**src/hw/rtl/triangle_tangent_generator_assert.svh**
```systemverilog
// assertion macros for the triangle tangent generator
// used by the top level only, no other dependencies
`ifndef TRIANGLE_TANGENT_GENERATOR_ASSERT_SVH
`define TRIANGLE_TANGENT_GENERATOR_ASSERT_SVH

// same-cycle implication
`define TTG_AST_IMP(lbl, clk, rstn, ante, cons, msg) \
  lbl: assert property (@(posedge clk) disable iff (!rstn) (ante) |-> (cons)) \
    else $error(msg);

// next-cycle implication
`define TTG_AST_NXT(lbl, clk, rstn, ante, cons, msg) \
  lbl: assert property (@(posedge clk) disable iff (!rstn) (ante) |=> (cons)) \
    else $error(msg);

`endif

```
**src/hw/rtl/ttg_pkg.sv**
```systemverilog
// shared types, constants and helpers of the triangle tangent generator
// no dependencies
`timescale 1ns / 1ps
`default_nettype none

package ttg_pkg;

  localparam int unsigned WORD_W  = 32;
  localparam int unsigned SCALE_W = 20;
  localparam logic [SCALE_W-1:0] SCALE_RESET = 20'd100000;
  localparam logic [1:0] CORNER_LAST = 2'd2;

  typedef struct packed {
    logic signed [WORD_W-1:0] e1x;
    logic signed [WORD_W-1:0] e1y;
    logic signed [WORD_W-1:0] e1z;
    logic signed [WORD_W-1:0] e2x;
    logic signed [WORD_W-1:0] e2y;
    logic signed [WORD_W-1:0] e2z;
    logic signed [WORD_W-1:0] du1;
    logic signed [WORD_W-1:0] dv1;
    logic signed [WORD_W-1:0] du2;
    logic signed [WORD_W-1:0] dv2;
  } job_t;

  typedef struct packed {
    logic busy;
    logic result_valid;
  } back_stat_t;

  // difference saturated to +-(2^31-1)
  function automatic logic signed [WORD_W-1:0] sat_delta(
    input logic signed [WORD_W-1:0] a,
    input logic signed [WORD_W-1:0] b
  );
    logic signed [WORD_W:0] r;
    r = {a[WORD_W-1], a} - {b[WORD_W-1], b};
    if (r > 33'sh0_7fff_ffff) begin
      return 32'sh7fff_ffff;
    end else if (r < -33'sh0_7fff_ffff) begin
      return 32'sh8000_0001;
    end
    return r[WORD_W-1:0];
  endfunction

endpackage

`default_nettype wire

```
**src/hw/rtl/ttg_fifo.sv**
```systemverilog
// two-entry queue between front and back end
// depends on ttg_pkg only for the common import style
`timescale 1ns / 1ps
`default_nettype none

module ttg_fifo
  import ttg_pkg::*;
#(
  parameter int unsigned DATA_W = 8
) (
  input  wire logic              clk_i,
  input  wire logic              rst_ni,
  input  wire logic              push_i,
  input  wire logic [DATA_W-1:0] data_i,
  output logic                   full_o,
  input  wire logic              pop_i,
  output logic [DATA_W-1:0]      data_o,
  output logic                   empty_o
);

  logic [DATA_W-1:0] mem_q [2];
  logic              wr_q, rd_q;
  logic [1:0]        cnt_q;

  assign full_o  = cnt_q == 2'd2;
  assign empty_o = cnt_q == 2'd0;
  assign data_o  = mem_q[rd_q];

  always_ff @(posedge clk_i) begin
    if (push_i) begin
      mem_q[wr_q] <= data_i;
    end
  end

  always_ff @(posedge clk_i or negedge rst_ni) begin
    if (!rst_ni) begin
      wr_q  <= 1'b0;
      rd_q  <= 1'b0;
      cnt_q <= 2'd0;
    end else begin
      if (push_i) begin
        wr_q <= !wr_q;
      end
      if (pop_i) begin
        rd_q <= !rd_q;
      end
      case ({push_i, pop_i})
        2'b10:   cnt_q <= cnt_q + 2'd1;
        2'b01:   cnt_q <= cnt_q - 2'd1;
        default: cnt_q <= cnt_q;
      endcase
    end
  end

endmodule

`default_nettype wire

```
**config.mk**
```make
export PLATFORM = sky130hd
export DESIGN_NAME = ttg_fifo
export DESIGN_NICKNAME = d
export VERILOG_FILES = /design/src/hw/rtl/triangle_tangent_generator_assert.svh /design/src/hw/rtl/ttg_pkg.sv /design/src/hw/rtl/ttg_fifo.sv
export SDC_FILE = /design/constraint.sdc
export NUM_CORES = 1
export LEC_CHECK = 0
export ABC_AREA = 1
export BUFFER_PORTS_ARGS = -buffer_cell sky130_fd_sc_hd__buf_2
export CORE_UTILIZATION = 53
export DETAILED_ROUTE_END_ITERATION = 8
export PLACE_DENSITY = 0.88
export SYNTH_ARGS = -nofsm -noshare
export SYNTH_HDL_FRONTEND = slang
export SYNTH_SLANG_ARGS = --single-unit
```
**constraint.sdc**
```tcl
create_clock -name clk_i -period 3.29 [get_ports clk_i]
set_input_delay 0.658 -clock clk_i [delete_from_list [all_inputs] [get_ports clk_i]]
set_output_delay 0.658 -clock clk_i [all_outputs]
set_load 0.1 [all_outputs]
```
# Yosys cells after proc, flatten, opt, wreduce, memory -nomap -nowiden
# Memory sizes are Yosys's and may differ from the RTL's.
# Index checks and enable logic that the tools add are counted.
[op_classes]
n_addsub = 2
multipliers = 0
div = 0
magnitude_cmp = 0
eq_ne = 3
shifts = 0
muxes = 3
bitwise_logic = 0
n_reduce_logical = 4
[op_table]
columns = ["operator", "n"]
rows = [
  ["2-bit == test, second input constant", 2],
  ["2-bit case mux with 2 select lines", 1],
  ["2-bit by 1-bit adder with 2-bit output, second input constant", 1],
  ["2-bit by 1-bit == test with 1-bit output, second input constant", 1],
  ["1-bit zero test", 2],
  ["2-bit zero test", 1],
  ["1-bit two-way mux", 2],
  ["2-bit nonzero test", 1],
  ["2-bit by 1-bit subtractor with 2-bit output, second input constant", 1],
]
[word_totals]
ff_bits = 4
latchBits = 0
ramBits = 16
romBits = 0
output_inout_bits = 10
word_cells = 16
memories = 1
[memory_table]
columns = ["memory", "depth", "width", "read_ports", "rd_ports_with_merged_regs", "write_ports", "line_no", "rtl"]
rows = [
  ["mem_q", 2, 8, 1, 0, 1, "ttg_fifo.sv:21", "logic [DATA_W-1:0] mem_q [2];"],
]

# Longest topological paths before layout
# Gate-level depths: netlist (run 1).
[depth]
word_depth = 2
mapped_depth = 7
depth_no_buf = 7

# Worst setup path after synthesis (run 1)
# Ideal clock, no wire load.
[synth_path]
path_type = "flip-flop to output port"
start = "reg rd_q"
end = "out data_o[2]"
arrival_ns = 2.605
required_time_ns = 2.632
path_slack_ns = 0.027
stages_incl_launch_ff = 3
cell_sequence = "dfrtp_1 -> buf_6 -> o21ai_0"
[synth_between]
elab_chain_len = 1
[synth_lines]
columns = ["element", "line_no", "rtl"]
rows = [
  ["start, declared", "ttg_fifo.sv:22", "logic wr_q, rd_q;"],
  ["start signal, assigned", "ttg_fifo.sv:45", "rd_q <= !rd_q;"],
  ["memory read 2 x 8 bit", "--", ""],
  ["end, declared", "ttg_fifo.sv:17", "output logic [DATA_W-1:0] data_o,"],
]
# No other way between the ends.

# Worst setup path after layout (run 1)
# Same ends and word-level chain as after synthesis.

==> flow_summary.toml, run 1 <==
[synthesis]
synth-seq-cells = 20
synth_cell_types = 14
synthesis.nets = 79
ys_seq_area_share_pct = 70.73
yosys_warnings = 0
avgSynthCellArea_sq_um = 12.44
synth_cells = 66
netlist_area_sq_um = 820.8

[drt]
totalWireLength_um = 1232
firstDrtPassIters = 4
num_vias = 523
ant_nets = 0
wl_per_cell_um = 11.85
drt_iter0_markers = 25
vias_per_cell = 5.029
drc = 0

[worst_setup_path]
worstSetupEndpoint = "data_o[2]"
critical_path_class = "reg2out"
worstPathRequired_ns = 2.63
end_kind = "output port"
cp-startpoint = "rd_q"
crit_path_start_kind = "register"
reg2reg_to = "mem_q[0][7]"
critPathMaxFanout = 17
r2r-start = "wr_q"
ff2ff_setup_slack_ns = 1.99
cp.arrival_ns = 1.71
reg2reg_depth = 1

[status]
status = "finished, final reports clean"

[cts]
cts_resized = 0
clk_latency_ns = 0.30
clk_pin_slew_ns = 0.11
cts_setup_buffers = 0
cts_sinks = 20
ctsHoldBuffers = 0
tritoncts = "built"
clockBufferDepth = 2
cts-root-buf = "clkbuf_4"
h-tree-depth = 1
cts-buffers-inserted = 3

[timing]
finalHoldViolCount = 0
min_period_ns = 2.368
setup_violations = 0
tns_ns = 0
relSlewSlack_pct = 57.03
fin_skew_ns = 0.004186
tightestPinTransition_ns = 0.6422
fmax_mhz = 422.3
final_max_slew_viol_count = 0
rsz0062_at_grt = "false"
fin_crit_sh_pct = 71.98

[global_route]
grt_pass1_wl_um = 1621
grt_use_total_pct = 16.09
grt_pass1_vias = 413
antenna_found_initial = 0
grt_overflow = 0
grt_max_degree = 18

[placement]
hpwl_um = 908.4
port_buffers = 21
gp_congestion = 0.6898

[flow_run]
max-cap-violations = 0

[die]
top_level_ports = 22
core_area_sq_um = 1366
die-area_sq_um = 1710
initial_utilization_pct = 60.07
core.rowCount = 13
fp.dieW_um = 41.35
dieHeight_um = 41.35

[hold_path]
hold_path_class = "in2async"

[layout]
drive_gt1_share_pct = 31.46
layout_commonest_cell = "buf_2"
fillers = 93
layout_common_cells = "buf_2 (21), edfxtp_1 (16), inv_1 (14), nand2_1 (13), o21ai_0 (5)"
fin_nets = 103
regArea_sq_um = 580.6
synthToLayoutAreaGrowth_pct = 18.29
multi_input_area_sq_um = 161.4
diodes = 0
cells by family after synthesis:
family	Yosys count	synth area share (%)
flops	20	70.73
fa+ha+maj	1	1.524
xor+xnor	3	3.202
buf+inv	16	9.603
simple gates	18	8.689
compound gates	8	6.250
worst min-delay path by stage:
| stage | depth (start not counted) | slack (ns) | endpoint | start |
|---|---|---|---|---|
| global route | 1 | 0.14 | wr_q | rst_ni |
| floorplan | 0 | 0.36 | cnt_q[0] | rst_ni |
| detailed placement | 1 | 0.47 | cnt_q[0] | rst_ni |
| CTS | 1 | 0.13 | wr_q | rst_ni |
| global placement | 1 | 0.47 | cnt_q[0] | rst_ni |
| finish | 1 | 0.14 | wr_q | rst_ni |
cell usage after synthesis:
| master | number | share of area (%) |
|---|---|---|
| buf_6 | 1 | 1.4 |
| buf_8 | 1 | 1.8 |
| dfrtp_1 | 4 | 12 |
| edfxtp_1 | 16 | 59 |
| ha_1 | 1 | 1.5 |
| inv_1 | 14 | 6.4 |
| nand2_1 | 13 | 5.9 |
| nand3_1 | 1 | 0.61 |
| nand4_1 | 1 | 0.76 |
| nor2_1 | 3 | 1.4 |
| o21ai_0 | 5 | 3.0 |
| o21ai_2 | 3 | 3.2 |
| xnor2_1 | 1 | 1.1 |
| xor2_1 | 2 | 2.1 |
stage by stage:
stage                     area (sq um)  setup slack (ns)  hold slack [ns]  cells  utilization, %
after global routing             970.9            0.8204           0.1362    104           71.06
after global placement           918.4             1.365           0.4690    100           67.22
after floorplan                  820.8           0.02684           0.3624     66               -
final                            970.9            0.9219           0.1409    104           71.06
after detailed placement         918.4             1.253           0.4720    100           67.22
after CTS                        970.9            0.9075           0.1320    104           71.06
cell type report:
| class | count | area share (%) |
|---|---|---|
| flip-flops and latches | 20 | 59.79 |
| clock inverters | 1 | 3.093 |
| clock buffers | 3 | 2.320 |
| repair buffers | 21 | 10.82 |
| well taps | 15 | 1.933 |
| inverters | 14 | 5.412 |
| multi-input cells | 30 | 16.62 |
flip-flops by register name, indices dropped and copies added, names as in the netlist:
signal	count
cnt_q	2
rd_q	1
mem_q	16
wr_q	1
layer usage:
metal | track usage (%) | share of wire, % | vias to the layer above | wire, um
met5 | 0 | 0 | - | 0
met4 | 9.677 | 1.6 | 0 | 20
met3 | 4.787 | 4.1 | 4 | 50
met2 | 26.17 | 53 | 17 | 649
met1 | 18.75 | 42 | 241 | 512
li1 | - | - | 261 | -
critical path, stage by stage, from the launching register on:
cell,delay (ns)
dfrtp_1,0.70
nand2_1,0.13
o21ai_0,0.12
buf_2,0.46
Power of run 1 is not shown: default switching activity piles up to over one toggle a cycle in this logic, so the estimate is an artifact.
==> run 2, diff against run 1 <==
- CORE_UTILIZATION: 53 -> 49
- PLACE_DENSITY: 0.88 -> 0.83
- clock period: 3.29 -> 2.3 ns (I/O delays scaled with it)
==> run 2 against run 1 <==
Effect of this change: via count shrank 4.8%; first-iteration DRC count fell by 96%; utilization shrank 7.3 points; critical path depth is the same; clock-buffer cell count did not move; flip-flop and latch count stayed put; worst setup slack got worse by 0.73 ns; die area increased by 7.8%.
==> flow_summary.toml, run 2 (synthesis results as in run 1) <==
[status]
status = "finished, final reports clean"

[die]
die-area_sq_um = 1843
core.rowCount = 14
top_level_ports = 22
core_area_sq_um = 1541
fp.dieW_um = 42.93
initial_utilization_pct = 53.25
dieHeight_um = 42.93

[global_route]
antenna_found_initial = 0
grt_overflow = 0
grt_use_total_pct = 15.83
grt_max_degree = 18
grt_pass1_vias = 478
grt_pass1_wl_um = 2007

[worst_setup_path]
r2r-start = "wr_q"
crit_cells = 3
slowest_delay_ns = 0.70
worstPathRequired_ns = 1.84
cp.arrival_ns = 1.65
end_kind = "output port"
critPathMaxFanout = 17
crit_path_start_kind = "register"
critPathTopFamily = "flip-flops"
cp-startpoint = "rd_q"
cp_slowest_cell = "dfrtp_1"
cp_cell_sequence = "nand2_1 > o21ai_2 > buf_2"
critical_path_class = "reg2out"
path_buf_inv = 1
reg2reg_depth = 1

[layout]
layout_commonest_cell = "buf_2"
drive_gt1_share_pct = 31.11
fin_nets = 104
synthToLayoutAreaGrowth_pct = 19.66
largest_reg_flops = 16
top_register = "mem_q"
layout_common_cells = "buf_2 (21), edfxtp_1 (16), inv_1 (14), nand2_1 (13), o21ai_1 (5)"
diodes = 0
largest_registers = "mem_q (16), cnt_q (2)"
fin_cells = 106

[timing]
finalHoldViolCount = 0
setup_violations = 0
fmax_mhz = 474.3
fin_crit_sh_pct = 91.66
final_max_slew_viol_count = 0
min_period_ns = 2.108
setup_ws_ns = 0.1917
relSlewSlack_pct = 55.35
tightestPinTransition_ns = 0.6673
tns_ns = 0
fin_skew_ns = 0.005699
rsz0062_at_grt = "false"

[drt]
ant_nets = 0
totalWireLength_um = 1138
wl_per_cell_um = 10.74
drt_iter0_markers = 1
drc = 0
vias_per_cell = 4.698
firstDrtPassIters = 2
num_vias = 498

[cts]
clk_pin_slew_ns = 0.11
cts_setup_buffers = 0
clk_latency_ns = 0.30
h-tree-depth = 1
cts-buffers-inserted = 3
cts_resized = 0
cts_sinks = 20
cts-root-buf = "clkbuf_4"
clockBufferDepth = 2
tritoncts = "built"

[placement]
dp_cells = 101
port_buffers = 21
post-place-ws_ns = 0.5064
gp_congestion = 0.7489
hpwl_um = 830.6

[hold_path]
min_from = "data_i[5]"
hold_path_class = "in2reg"
holdPathStages = 1

[flow_run]
max-cap-violations = 0
run 2: worst paths after layout:
path | endpoint | slack (ns)
max in group asynchronous | cnt_q[1] | 1.71
worst min-delay path | mem_q[1][5] | 0.33
worst max-delay path | data_o[1] | 0.19
min in group asynchronous | wr_q | 0.47
worst max register to register | mem_q[0][0] | 0.98
worst min register to register | wr_q | 0.51
run 2: what timing repair did:
item,in CTS,in global routing
setup endpoints to repair,0,0
endpoints found under the hold margin,4,0
hold buffers,1,0
run 2: through the flow:
step	hold slack [ns]	cell area, sq um	util [%]
finish	0.3345	982.2	63.72
global route	0.3040	982.2	63.72
CTS	0.3242	982.2	63.72
global placement	0.2697	919.6	59.66
detailed placement	0.2724	919.6	59.66
floorplan	0.1644	820.8	-
run 2: area by class of cell:
| cell class | count | area (sq um) |
|---|---|---|
| flip-flops and latches | 20 | 580.6 |
| fillers | 119 | 559.3 |
| multi-input cells | 30 | 161.4 |
| repair buffers | 22 | 115.1 |
| inverters | 14 | 52.55 |
| clock inverters | 1 | 30.03 |
| clock buffers | 3 | 22.52 |
| well taps | 16 | 20.02 |
run 2: routing by layer:
| layer | up-vias | global-route usage, % | wire, um |
|---|---|---|---|
| met5 | - | 0 | 0 |
| met4 | 0 | 13.13 | 48 |
| met3 | 5 | 5.106 | 45 |
| met2 | 15 | 23.33 | 552 |
| met1 | 219 | 18.60 | 491 |
| li1 | 259 | - | - |
Power of run 2 is left out for the same reason.
