`src/hw/rtl/triangle_tangent_generator_assert.svh`:
```
// assertion macros for the triangle tangent generator
// used by the top level only, no other dependencies
`ifndef TRIANGLE_TANGENT_GENERATOR_ASSERT_SVH
`define TRIANGLE_TANGENT_GENERATOR_ASSERT_SVH

// same-cycle implication
`define TTG_AST_IMP(lbl, clk, rstn, ante, cons, msg) \
  lbl: assert property (@(posedge clk) disable iff (!rstn) (ante) |-> (cons)) \
    else $error(msg);

// next-cycle implication
`define TTG_AST_NXT(lbl, clk, rstn, ante, cons, msg) \
  lbl: assert property (@(posedge clk) disable iff (!rstn) (ante) |=> (cons)) \
    else $error(msg);

`endif

```
`src/hw/rtl/ttg_pkg.sv`:
```
// shared types, constants and helpers of the triangle tangent generator
// no dependencies
`timescale 1ns / 1ps
`default_nettype none

package ttg_pkg;

  localparam int unsigned WORD_W  = 32;
  localparam int unsigned SCALE_W = 20;
  localparam logic [SCALE_W-1:0] SCALE_RESET = 20'd100000;
  localparam logic [1:0] CORNER_LAST = 2'd2;

  typedef struct packed {
    logic signed [WORD_W-1:0] e1x;
    logic signed [WORD_W-1:0] e1y;
    logic signed [WORD_W-1:0] e1z;
    logic signed [WORD_W-1:0] e2x;
    logic signed [WORD_W-1:0] e2y;
    logic signed [WORD_W-1:0] e2z;
    logic signed [WORD_W-1:0] du1;
    logic signed [WORD_W-1:0] dv1;
    logic signed [WORD_W-1:0] du2;
    logic signed [WORD_W-1:0] dv2;
  } job_t;

  typedef struct packed {
    logic busy;
    logic result_valid;
  } back_stat_t;

  // difference saturated to +-(2^31-1)
  function automatic logic signed [WORD_W-1:0] sat_delta(
    input logic signed [WORD_W-1:0] a,
    input logic signed [WORD_W-1:0] b
  );
    logic signed [WORD_W:0] r;
    r = {a[WORD_W-1], a} - {b[WORD_W-1], b};
    if (r > 33'sh0_7fff_ffff) begin
      return 32'sh7fff_ffff;
    end else if (r < -33'sh0_7fff_ffff) begin
      return 32'sh8000_0001;
    end
    return r[WORD_W-1:0];
  endfunction

endpackage

`default_nettype wire

```
`src/hw/rtl/ttg_vertex_if.sv`:
```
// vertex item channel: valid, ready and one vertex
// depends on ttg_pkg
`timescale 1ns / 1ps
`default_nettype none

interface ttg_vertex_if
  import ttg_pkg::*;
#(
  parameter int unsigned INDEX_BITS = 24
);
  logic                     valid;
  logic                     ready;
  logic [INDEX_BITS-1:0]    vertex_index;
  logic signed [WORD_W-1:0] pos_x;
  logic signed [WORD_W-1:0] pos_y;
  logic signed [WORD_W-1:0] pos_z;
  logic signed [WORD_W-1:0] tex_u;
  logic signed [WORD_W-1:0] tex_v;

  modport source (output valid, vertex_index, pos_x, pos_y, pos_z, tex_u, tex_v,
                  input ready);
  modport sink (input valid, vertex_index, pos_x, pos_y, pos_z, tex_u, tex_v,
                output ready);
endinterface

`default_nettype wire

```
`src/hw/rtl/ttg_front.sv`:
```
// front end: collects three vertices, forms saturated edges and uv deltas
// depends on ttg_pkg and ttg_vertex_if
`timescale 1ns / 1ps
`default_nettype none

module ttg_front
  import ttg_pkg::*;
#(
  parameter int unsigned INDEX_BITS = 24
) (
  input  wire logic                        clk_i,
  input  wire logic                        rst_ni,
  ttg_vertex_if.sink                       vertex_i,
  input  wire logic                        q_full_i,
  output logic                             push_o,
  output job_t                             job_o,
  output logic [2:0][INDEX_BITS-1:0]       idx_o
);

  logic [1:0]               cnt_q, cnt_d;
  logic signed [WORD_W-1:0] hx_q [2];
  logic signed [WORD_W-1:0] hy_q [2];
  logic signed [WORD_W-1:0] hz_q [2];
  logic signed [WORD_W-1:0] hu_q [2];
  logic signed [WORD_W-1:0] hv_q [2];
  logic [INDEX_BITS-1:0]    hi_q [2];
  logic                     accept;

  assign vertex_i.ready = (cnt_q != CORNER_LAST) || !q_full_i;
  assign accept = vertex_i.valid && vertex_i.ready;
  assign push_o = accept && (cnt_q == CORNER_LAST);

  always_comb begin
    cnt_d = cnt_q;
    if (accept) begin
      cnt_d = (cnt_q == CORNER_LAST) ? 2'd0 : cnt_q + 2'd1;
    end
  end

  always_ff @(posedge clk_i or negedge rst_ni) begin
    if (!rst_ni) begin
      cnt_q <= 2'd0;
    end else begin
      cnt_q <= cnt_d;
    end
  end

  always_ff @(posedge clk_i) begin
    if (accept && (cnt_q != CORNER_LAST)) begin
      hx_q[cnt_q[0]] <= vertex_i.pos_x;
      hy_q[cnt_q[0]] <= vertex_i.pos_y;
      hz_q[cnt_q[0]] <= vertex_i.pos_z;
      hu_q[cnt_q[0]] <= vertex_i.tex_u;
      hv_q[cnt_q[0]] <= vertex_i.tex_v;
      hi_q[cnt_q[0]] <= vertex_i.vertex_index;
    end
  end

  always_comb begin
    job_o.e1x = sat_delta(hx_q[1], hx_q[0]);
    job_o.e1y = sat_delta(hy_q[1], hy_q[0]);
    job_o.e1z = sat_delta(hz_q[1], hz_q[0]);
    job_o.e2x = sat_delta(vertex_i.pos_x, hx_q[0]);
    job_o.e2y = sat_delta(vertex_i.pos_y, hy_q[0]);
    job_o.e2z = sat_delta(vertex_i.pos_z, hz_q[0]);
    job_o.du1 = sat_delta(hu_q[1], hu_q[0]);
    job_o.dv1 = sat_delta(hv_q[1], hv_q[0]);
    job_o.du2 = sat_delta(vertex_i.tex_u, hu_q[0]);
    job_o.dv2 = sat_delta(vertex_i.tex_v, hv_q[0]);
    idx_o[0]  = hi_q[0];
    idx_o[1]  = hi_q[1];
    idx_o[2]  = vertex_i.vertex_index;
  end

endmodule

`default_nettype wire

```
`src/flat_wrapper.sv`:
```
// flat-port wrapper written by rule: the top's interface ports become plain ports
module ttg_front_flat import ttg_pkg::*;
#(
  parameter int unsigned INDEX_BITS = 24
)
  (clk_i, rst_ni, q_full_i, push_o, job_o, idx_o, vertex_i_valid, vertex_i_vertex_index, vertex_i_pos_x, vertex_i_pos_y, vertex_i_pos_z, vertex_i_tex_u, vertex_i_tex_v, vertex_i_ready);
  ttg_vertex_if #(.INDEX_BITS(INDEX_BITS)) vertex_i_i ();
  input  wire logic clk_i;
  input  wire logic rst_ni;
  input  wire logic q_full_i;
  output logic push_o;
  output job_t job_o;
  output logic [2:0][INDEX_BITS-1:0] idx_o;
  input wire logic [$bits(vertex_i_i.valid)-1:0] vertex_i_valid;
  input wire logic [$bits(vertex_i_i.vertex_index)-1:0] vertex_i_vertex_index;
  input wire logic [$bits(vertex_i_i.pos_x)-1:0] vertex_i_pos_x;
  input wire logic [$bits(vertex_i_i.pos_y)-1:0] vertex_i_pos_y;
  input wire logic [$bits(vertex_i_i.pos_z)-1:0] vertex_i_pos_z;
  input wire logic [$bits(vertex_i_i.tex_u)-1:0] vertex_i_tex_u;
  input wire logic [$bits(vertex_i_i.tex_v)-1:0] vertex_i_tex_v;
  output wire logic [$bits(vertex_i_i.ready)-1:0] vertex_i_ready;
  assign vertex_i_i.valid = vertex_i_valid;
  assign vertex_i_i.vertex_index = vertex_i_vertex_index;
  assign vertex_i_i.pos_x = vertex_i_pos_x;
  assign vertex_i_i.pos_y = vertex_i_pos_y;
  assign vertex_i_i.pos_z = vertex_i_pos_z;
  assign vertex_i_i.tex_u = vertex_i_tex_u;
  assign vertex_i_i.tex_v = vertex_i_tex_v;
  assign vertex_i_ready = vertex_i_i.ready;
  ttg_front #(.INDEX_BITS(INDEX_BITS)) u_core (.clk_i(clk_i), .rst_ni(rst_ni), .vertex_i(vertex_i_i), .q_full_i(q_full_i), .push_o(push_o), .job_o(job_o), .idx_o(idx_o));
endmodule
```
`config.mk`:
```
export PLATFORM = sky130hd
export DESIGN_NAME = ttg_front_flat
export DESIGN_NICKNAME = d
export VERILOG_FILES = /design/src/hw/rtl/triangle_tangent_generator_assert.svh /design/src/hw/rtl/ttg_pkg.sv /design/src/hw/rtl/ttg_vertex_if.sv /design/src/hw/rtl/ttg_front.sv /design/src/flat_wrapper.sv
export SDC_FILE = /design/constraint.sdc
export NUM_CORES = 1
export LEC_CHECK = 0
export ABC_AREA = 1
export BUFFER_PORTS_ARGS = -buffer_cell sky130_fd_sc_hd__buf_2
export CORE_MARGIN = 2
export CORE_UTILIZATION = 35
export CTS_CLUSTER_DIAMETER = 120
export CTS_CLUSTER_SIZE = 30
export DETAILED_ROUTE_END_ITERATION = 8
export HOLD_SLACK_MARGIN = 0.15
export SETUP_SLACK_MARGIN = 0.1
export SLEW_MARGIN = 20
export SYNTH_ARGS = -nofsm -noshare
export SYNTH_HDL_FRONTEND = slang
export SYNTH_SLANG_ARGS = --single-unit
```
`constraint.sdc`:
```
create_clock -name clk_i -period 15.7 [get_ports clk_i]
set_input_delay 3.14 -clock clk_i [delete_from_list [all_inputs] [get_ports clk_i]]
set_output_delay 3.14 -clock clk_i [all_outputs]
set_load 0.03 [all_outputs]
```
== Word level (Yosys, flattened, before mapping) ==
Memories as Yosys holds them, arrays and structs flattened.
Cells that the tools add are included.
W data, S select, Z words.
Operators by class
  add/subtract/negate cells: 11
  $lt $le $gt $ge: 20
  equality and inequality tests: 2
  mux-type cells: 53
  reduce and logical (&&, ||, !) cells: 5
Operators with widths (count)
  $mux W32: 30
  $gt A33 B32 Y1 const B: 10
  $lt A33 B32 Y1 const B: 10
  $sub A32 B32 Y33: 10
  $mux W1: 22
  $logic_and A1 B1 Y1: 3
  $add A2 B1 Y2 const B: 1
  $eq A2 B2 Y1 const B: 1
  $mux W2: 1
  $ne A2 B2 Y1 const B: 1
  $logic_not A1 Y1: 1
  $logic_or A1 B1 Y1: 1
Storage, ports and cells
  register bits: 2
  memory bits (writable): 368
  bits of input ports: 188
  output and inout bits: 394
  word-level logic and storage cells: 98
  memories: 6
Memory list
  u_core.hu_q: words 2, width 32, read ports 2, clocked after memory_dff 0, wr ports 1, RTL line ttg_front.sv:24  | logic signed [WORD_W-1:0] hu_q [2];
  u_core.hv_q: words 2, width 32, read ports 2, clocked after memory_dff 0, wr ports 1, RTL line ttg_front.sv:25  | logic signed [WORD_W-1:0] hv_q [2];
  u_core.hx_q: words 2, width 32, read ports 2, clocked after memory_dff 0, wr ports 1, RTL line ttg_front.sv:21  | logic signed [WORD_W-1:0] hx_q [2];
  u_core.hy_q: words 2, width 32, read ports 2, clocked after memory_dff 0, wr ports 1, RTL line ttg_front.sv:22  | logic signed [WORD_W-1:0] hy_q [2];
  u_core.hz_q: words 2, width 32, read ports 2, clocked after memory_dff 0, wr ports 1, RTL line ttg_front.sv:23  | logic signed [WORD_W-1:0] hz_q [2];
  u_core.hi_q: words 2, width 24, read ports 2, clocked after memory_dff 0, wr ports 1, RTL line ttg_front.sv:26  | logic [INDEX_BITS-1:0] hi_q [2];

== Depth between registers and ports, before layout ==
Gate-level depths: netlist of run 1.
  depth after elaboration: 6
  depth in mapped cells: 23

== Worst setup path after synthesis of run 1 ==
OpenSTA, ideal clock, no wires.
  path type: input to register
  from: input q_full_i
  to: register u_core.cnt_q[0]
  data arrival time: 16985 ps
  data required time: 15540 ps
  path slack: -1445 ps
  stages: 4
  cells stage by stage: nand3_1 > nand2_1 > nor3_1 > o21bai_1
Between the ends
  word-level cells in the longest chain between the ends: 3
RTL lines
  start, declared: RTL line flat_wrapper.sv:10  | input wire logic q_full_i;
  $logic_not A1 Y1: RTL line ttg_front.sv:29  | assign vertex_i.ready = (cnt_q != CORNER_LAST) || !q_full_i;
  $logic_or A1 B1 Y1: RTL line ttg_front.sv:29
  $logic_and A1 B1 Y1: RTL line ttg_front.sv:30  | assign accept = vertex_i.valid && vertex_i.ready;
  end signal, assigned: RTL line ttg_front.sv:44  | cnt_q <= cnt_d;
  end, declared: RTL line ttg_front.sv:20  | logic [1:0] cnt_q, cnt_d;
No other way between the ends.
A chain may end at the register's enable or synchronous reset.

==> impl_results.md, run 1 <==
- Outcome: finished clean
- Post-route setup TNS: 0 ns
- Via count: 41,090
- I/O Buffers: 581
- Flops & latches, synth: 370
- Sinks on the clock net: 370
- Endpoints failing hold: 0
- Cell with the largest stage delay on the worst path: fa_1
- Area growth from synthesis to layout: 12.67%
- Critical Path, Cell by Cell: buf_2 > inv_1 > ha_1 > inv_1 > fa_1 > nand3_1 > nand2_1 > nand2_1 > nand2_2 > nand2_1 > nand3_1 > nand2_1 > nand2_1 > nor2_1 > nand3_1 > nor2_1 > nand3_1 > nand2_1 > nand2_2 > nand2_1 > nand2_1 > buf_2
- Post-synthesis cell count: 6,526
- Via density: 4.792
- Fmax: 103.5 MHz
- Num rows: 123
- Measured slew at the worst slew-check pin: 1.030 ns
- CP Max Fanout: 31
- HPWL Detailed: 120.4 mm
- Nets: 7,570
- Total track usage: 22.80%
- Fin Clk Skew: 0.03405 ns
- Initial Utilization: 35.38%
- First-pass GRT wire length: 210.1 mm
- Critical path endpoint category: primary output
- Ranking of synthesized cells by area: edfxtp_1 28%, nand2_1 25%, inv_1 12%
- Worst Reg-to-Reg Cells: 7
- CTS Buf Count: 22
- Largest net degree at the start of global routing: 122
- Die Height: 341.9 um
- Die area: 0.1169 mm^2
- Worst Path Buf+Inv: 4
- FFs w/ async S/R, synth: 0.5405%
- Max-cap viol count: 0
- Total gr overflow: 0
- GPL Wtd Cong: 0.9729
- Leak Pwr: 25.47 nW
- Fin util: 39.87%
- Synth Area per Inst: 6.125 um^2
- Most frequent CP cell: nand2_1
- CTS resizes: 0
- H-tree depth: 1
- Final cell count without fillers: 8,574
- Tcrit/Tclk final: 61.56%
- Clk_lat worst skew: 0.60 ns
- Hold buffer count at cts: 0
- Arr. time, crit path: 6.52 ns
- WP depth: 22
- DR pass1 iterations: 6
- Max VDD drop: 0.1723 mV
- Total core area: 0.1130 mm^2
- IO Pins: 582
- Startpoint Class: input port
- Worst slew margin: 31.19%
- Final antenna-violating net count: 0
- CTS tree: yes
- Post-synth EDFFs: 368
- Initial antenna violation count: 22
- CP peak stage delay: 0.47 ns
- Mapped Nets: 7,044
- Clk slew on worst S/H paths: 0.12 ns
- Leading area contributor after synthesis: edfxtp_1
- DIE WIDTH: 341.9 um
- Clock root buffer: clkbuf_16
- Warning count from the yosys run: 0
- Setup-failing EPs final: 0
- Post-synth top cells: 2,690 x nand2_1, 1,258 x inv_1, 559 x nor2_1, 392 x nand3_1, 368 x edfxtp_1
- Most common cell in the synthesized netlist: nand2_1
- # DRC: 0
- Post-CTS Setup Inserts: 0
- Iteration-0 DRC Markers: 2,433
- Top FF cell, synth: edfxtp_1
- FILL cells: 12,470
- Layout cells sized above 1: 10.80%
- Slew Limit Fails: 0
- Wire per inst: 16.23 um
- Top-area cell type share of the netlist area: 27.65%
- Period minus WS final: 9.665 ns
- Placed Cells: 8,528
- CP Class: in -> out
- Number of global-route vias before repair: 38,360
- WL final: 139.2 mm
- Worst path top cell family by delay: simple AND/OR/NAND/NOR gates
- Longest Clk Path Bufs: 3
- Power Dens Cells: 180.6 mW/mm^2
- Post-synth design cell area: 0.03997 mm^2
- Pwr Total: 0.008133 W
- Worst EP required: 12.56 ns
- RSZ-0062 raised after global routing: false
- Distinct cells, synth: 48
- Sequential share of the synthesized area: 27.77%
- Worst Hold Class: reg -> reg
- Hold path cells: 1
-- worst reg2reg max path, cell delays in order (launching register included) --
cell	delay, ns
dfrtp_1	0.41
inv_1	0.12
nand3_1	0.10
nand2_1	0.16
nor2_4	0.36
buf_4	0.60
buf_4	0.79
buf_4	0.94
-- final timing paths --
kind	from	endpoint	slack, ns
max	vertex_i_pos_y[0]	job_o[180]	6.04
min	u_core.cnt_q[1]	u_core.cnt_q[1]	0.65
max reg2reg	u_core.cnt_q[0]	u_core.hv_q[1][23]	11.75
min reg2reg	u_core.cnt_q[1]	u_core.cnt_q[1]	0.65
max in group asynchronous	rst_ni	u_core.cnt_q[1]	13.31
min in group asynchronous	rst_ni	u_core.cnt_q[0]	2.29
-- routing by layer --
layer	global-route usage, %	share of wire (%)	up-vias
met5	0	0.054	-
met4	8.132	3.7	14
met3	2.397	4.0	222
met2	40.11	47	921
met1	28.81	45	18550
li1	-	-	21380
-- layout make-up --
| type | instances | area (um^2) | area share, % |
|---|---|---|---|
| flip-flops and latches | 370 | 11100 | 24.65 |
| clock inverters | 14 | 265.3 | 0.5890 |
| well taps | 1500 | 1877 | 4.168 |
| repair buffers | 588 | 2973 | 6.601 |
| diodes | 9 | 22.52 | 0.05001 |
| multi-input cells | 4803 | 23460 | 52.10 |
| clock buffers | 23 | 575.6 | 1.278 |
| inverters | 1267 | 4756 | 10.56 |
-- power breakdown --
part	total, W	internal (W)	switching, W
Combinational	0.00605	0.00160	0.00445
Sequential	0.00136	0.00131	0.0000460
Clock	0.000724	0.000314	0.000410
Total	0.00813	0.00323	0.00491
-- state kept, by name, summed over array words and instances, names as in the netlist --
signal        flops
u_core.hu_q      64
u_core.hi_q      48
u_core.hy_q      64
u_core.hv_q      64
u_core.cnt_q      2
u_core.hz_q      64
u_core.hx_q      64
-- metrics by stage --
| step | setup WS (ns) | area [um^2] | hold WS (ns) |
|---|---|---|---|
| 2_1_floorplan | 3.702 | 39980 | 0.5459 |
| 3_3_place_gp | 5.976 | 44170 | 0.5997 |
| 3_5_place_dp | 5.981 | 44170 | 0.6183 |
| 4_1_cts | 5.983 | 45010 | 0.6562 |
| 5_1_grt | 5.837 | 45030 | 0.6795 |
| 6_report | 6.035 | 45030 | 0.6534 |
-- placed cells by master (no fill, tap or decap), drive strengths merged, types with 83 or more instances in the layout --
cell type  instances
inv             1269
a21oi            260
nand4             83
ha               320
edfxtp           368
nor2             576
nand2           2776
o21ai             93
nand3            395
buf              588
-- kinds of logic (layout without fill, tap and decap cells) --
logic type | Yosys count | in the layout | synth area share [%]
AOI/OAI and AO/OA | 435 | 435 | 6.051
xor gates and xnor gates | 39 | 39 | 0.8734
adders and majority gates | 330 | 330 | 10.52
buffers and inverters | 1353 | 1892 | 13.58
DFF | 370 | 370 | 27.77
other | 0 | 9 | 0
and+or+nand+nor | 3999 | 3999 | 41.21
Power figures use the tool's default switching activity.
==> run 2, diff against run 1 <==
Settings changed: ABC_AREA 1 to 0.
Clock period 15.7 ns to 8.1 ns, I/O delays scaled along.
==> run 2 against run 1 <==
Net effect: sequential cell count unchanged; synthesized cell count fell by 41%; sequential power is 93% higher; sequential share of layout area is 4.0 points higher; critical endpoint is now job_o[32]; highest routed layer unchanged.
==> impl_results.md, run 2 <==
- Outcome: finished clean
- Post-synth EDFFs: 368
- Distinct cells, synth: 95
- Sequential share of the synthesized area: 32.72%
- WP depth: 16
- Most common cell in the synthesized netlist: a21oi_1
- Total gr overflow: 0
- CTS Buf Count: 22
- Area growth from synthesis to layout: 14.34%
- IO Pins: 582
- Leak Pwr: 15.96 nW
- Wire per inst: 20.28 um
- Largest net degree at the start of global routing: 109
- Clk_lat worst skew: 0.60 ns
- H-tree depth: 1
- Leading area contributor after synthesis: edfxtp_1
- Post-synth design cell area: 0.03393 mm^2
- I/O Buffers: 581
- Clk slew on worst S/H paths: 0.11 ns
- CTS resizes: 0
- Hold buffer count at cts: 0
- GPL Wtd Cong: 0.9629
- RSZ-0062 raised after global routing: false
- Max-cap viol count: 0
- First-pass GRT wire length: 168.9 mm
- Via density: 5.508
- Num rows: 114
- DIE WIDTH: 315.4 um
- # DRC: 0
- Mapped Nets: 4,346
- Flops & latches, synth: 370
- Layout cells sized above 1: 16.54%
- Clock root buffer: clkbuf_16
- WL final: 113.3 mm
- Commonest non-fill, non-tap cell in the layout: buf_2
- Post-synth top cells: 435 x a21oi_1, 368 x edfxtp_1, 320 x ha_1, 303 x nor2_1, 271 x inv_1
- CP Class: in -> out
- Total track usage: 21.54%
- Hold path cells: 1
- Final antenna-violating net count: 0
- CTS tree: yes
- Tcrit/Tclk final: 93.85%
- Worst Path Buf+Inv: 5
- FILL cells: 9,846
- Number of global-route vias before repair: 28,830
- Arr. time, crit path: 5.98 ns
- CP Max Fanout: 27
- Die area: 0.09945 mm^2
- DR pass1 iterations: 6
- Setup-failing EPs final: 0
- Ranking of synthesized cells by area: edfxtp_1 33%, ha_1 12%, a21oi_1 6.4%
- Post-CTS Setup Inserts: 0
- Post-synthesis cell count: 3,828
- Sinks on the clock net: 370
- Synth Area per Inst: 8.864 um^2
- Critical path endpoint category: primary output
- Post-DP Area: 0.03797 mm^2
- Max VDD drop: 0.2656 mV
- Initial Utilization: 35.19%
- Initial antenna violation count: 37
- FFs w/ async S/R, synth: 0.5405%
- Endpoints failing hold: 0
- Worst path top cell family by delay: compound AO/OA/AOI/OAI gates
- Total core area: 0.09642 mm^2
- HPWL Detailed: 93.69 mm
- Worst EP required: 6.48 ns
- Worst Hold Class: reg -> reg
- Worst slew margin: 28.52%
- Worst slack, placed: 0.4633 ns
- Power Dens Cells: 377.5 mW/mm^2
- Pwr Total: 0.01465 W
- Via count: 30,790
- Measured slew at the worst slew-check pin: 1.072 ns
- Warning count from the yosys run: 0
- Fin Clk Skew: 0.03615 ns
- Critical Path, Cell by Cell: buf_2 > inv_1 > ha_1 > inv_1 > fa_1 > a21o_1 > a311oi_1 > nor4b_1 > nor4b_1 > nor3_1 > o21ai_0 > a21oi_4 > or4_1 > o21ai_0 > buf_4 > buf_2
- Fmax: 131.5 MHz
- Cell with the largest stage delay on the worst path: or4_1
- Post-route setup TNS: 0 ns
- Slew Limit Fails: 0
- Final WS setup: 0.4978 ns
- Nets: 4,806
- Most frequent cells in the layout: 581 x buf_2, 434 x a21oi_1, 368 x edfxtp_1
- Die Height: 315.4 um
- Fin area: 0.03880 mm^2
- Iteration-0 DRC Markers: 2,249
- CP peak stage delay: 0.56 ns
- Longest Clk Path Bufs: 3
- Period minus WS final: 7.602 ns
- Worst Reg-to-Reg Cells: 2
- Top-area cell type share of the netlist area: 32.57%
- Top FF cell, synth: edfxtp_1
- Startpoint Class: input port
## run 2: worst reg2reg max path, delay by kind of cell (launching register included)
kind	cells	cell delay (ns)
buffers and inverters	1	0.81
AND/OR/NAND/NOR	1	0.50
flip-flops	1	0.48
## run 2: per-stage QoR
stage,util [%],std cells,hold slack (ns)
after floorplan,-,3828,0.5365
after global placement,39.37,5540,0.5675
after detailed placement,39.38,5540,0.5750
after CTS,40.20,5580,0.5927
after global routing,40.23,5586,0.6441
final,40.24,5590,0.5939
## run 2: cell families (layout without fill, tap and decap cells)
| group | count (synthesis) | after routing | share of synthesized area (%) |
|---|---|---|---|
| other | 0 | 10 | 0 |
| buffers and inverters | 442 | 918 | 5.247 |
| flip-flops | 370 | 370 | 32.72 |
| XOR/XNOR | 255 | 255 | 6.582 |
| AO/OA/AOI/OAI | 1217 | 1217 | 23.14 |
| multiplexers | 9 | 9 | 0.2766 |
| adder cells (fa/ha/maj) | 468 | 468 | 16.46 |
| AND/OR/NAND/NOR | 1067 | 1067 | 15.58 |
## run 2: cell type report
class / instances / area, um^2 / area share (%)
Multi-Input combinational cell: 3016 / 21140 / 54.50
Sequential cell: 370 / 11100 / 28.61
Timing Repair Buffer: 606 / 3120 / 8.043
Tap cell: 1276 / 1597 / 4.115
Inverter: 272 / 1021 / 2.631
Clock buffer: 25 / 583.1 / 1.503
Clock inverter: 15 / 207.7 / 0.5353
Antenna cell: 10 / 25.02 / 0.06450
## run 2: worst paths after layout
check	start	endpoint	slack (ns)
setup / recovery	vertex_i_tex_u[0]	job_o[32]	0.50
hold / removal	u_core.cnt_q[1]	u_core.cnt_q[1]	0.59
setup reg to reg	u_core.cnt_q[0]	u_core.hv_q[0][26]	5.77
hold reg to reg	u_core.cnt_q[1]	u_core.cnt_q[1]	0.59
max in group asynchronous	rst_ni	u_core.cnt_q[0]	7.23
min in group asynchronous	rst_ni	u_core.cnt_q[1]	0.78
## run 2: routing by layer
metal | vias to the layer above | GRT usage, % | wire length (um)
li1 | 15190 | - | -
met2 | 931 | 34.61 | 50830
met5 | - | 0 | 111
met4 | 20 | 6.657 | 3596
met1 | 14470 | 29.87 | 51980
met3 | 175 | 3.161 | 6827
## run 2: where the power goes
group / leakage [nW] / internal, W / switching, W / total (W)
Sequential: 3.43 / 0.00253 / 0.0000936 / 0.00263
Combinational: 12.1 / 0.00325 / 0.00742 / 0.0107
Clock: 0.379 / 0.000595 / 0.000757 / 0.00135
Total: 16.0 / 0.00638 / 0.00827 / 0.0146
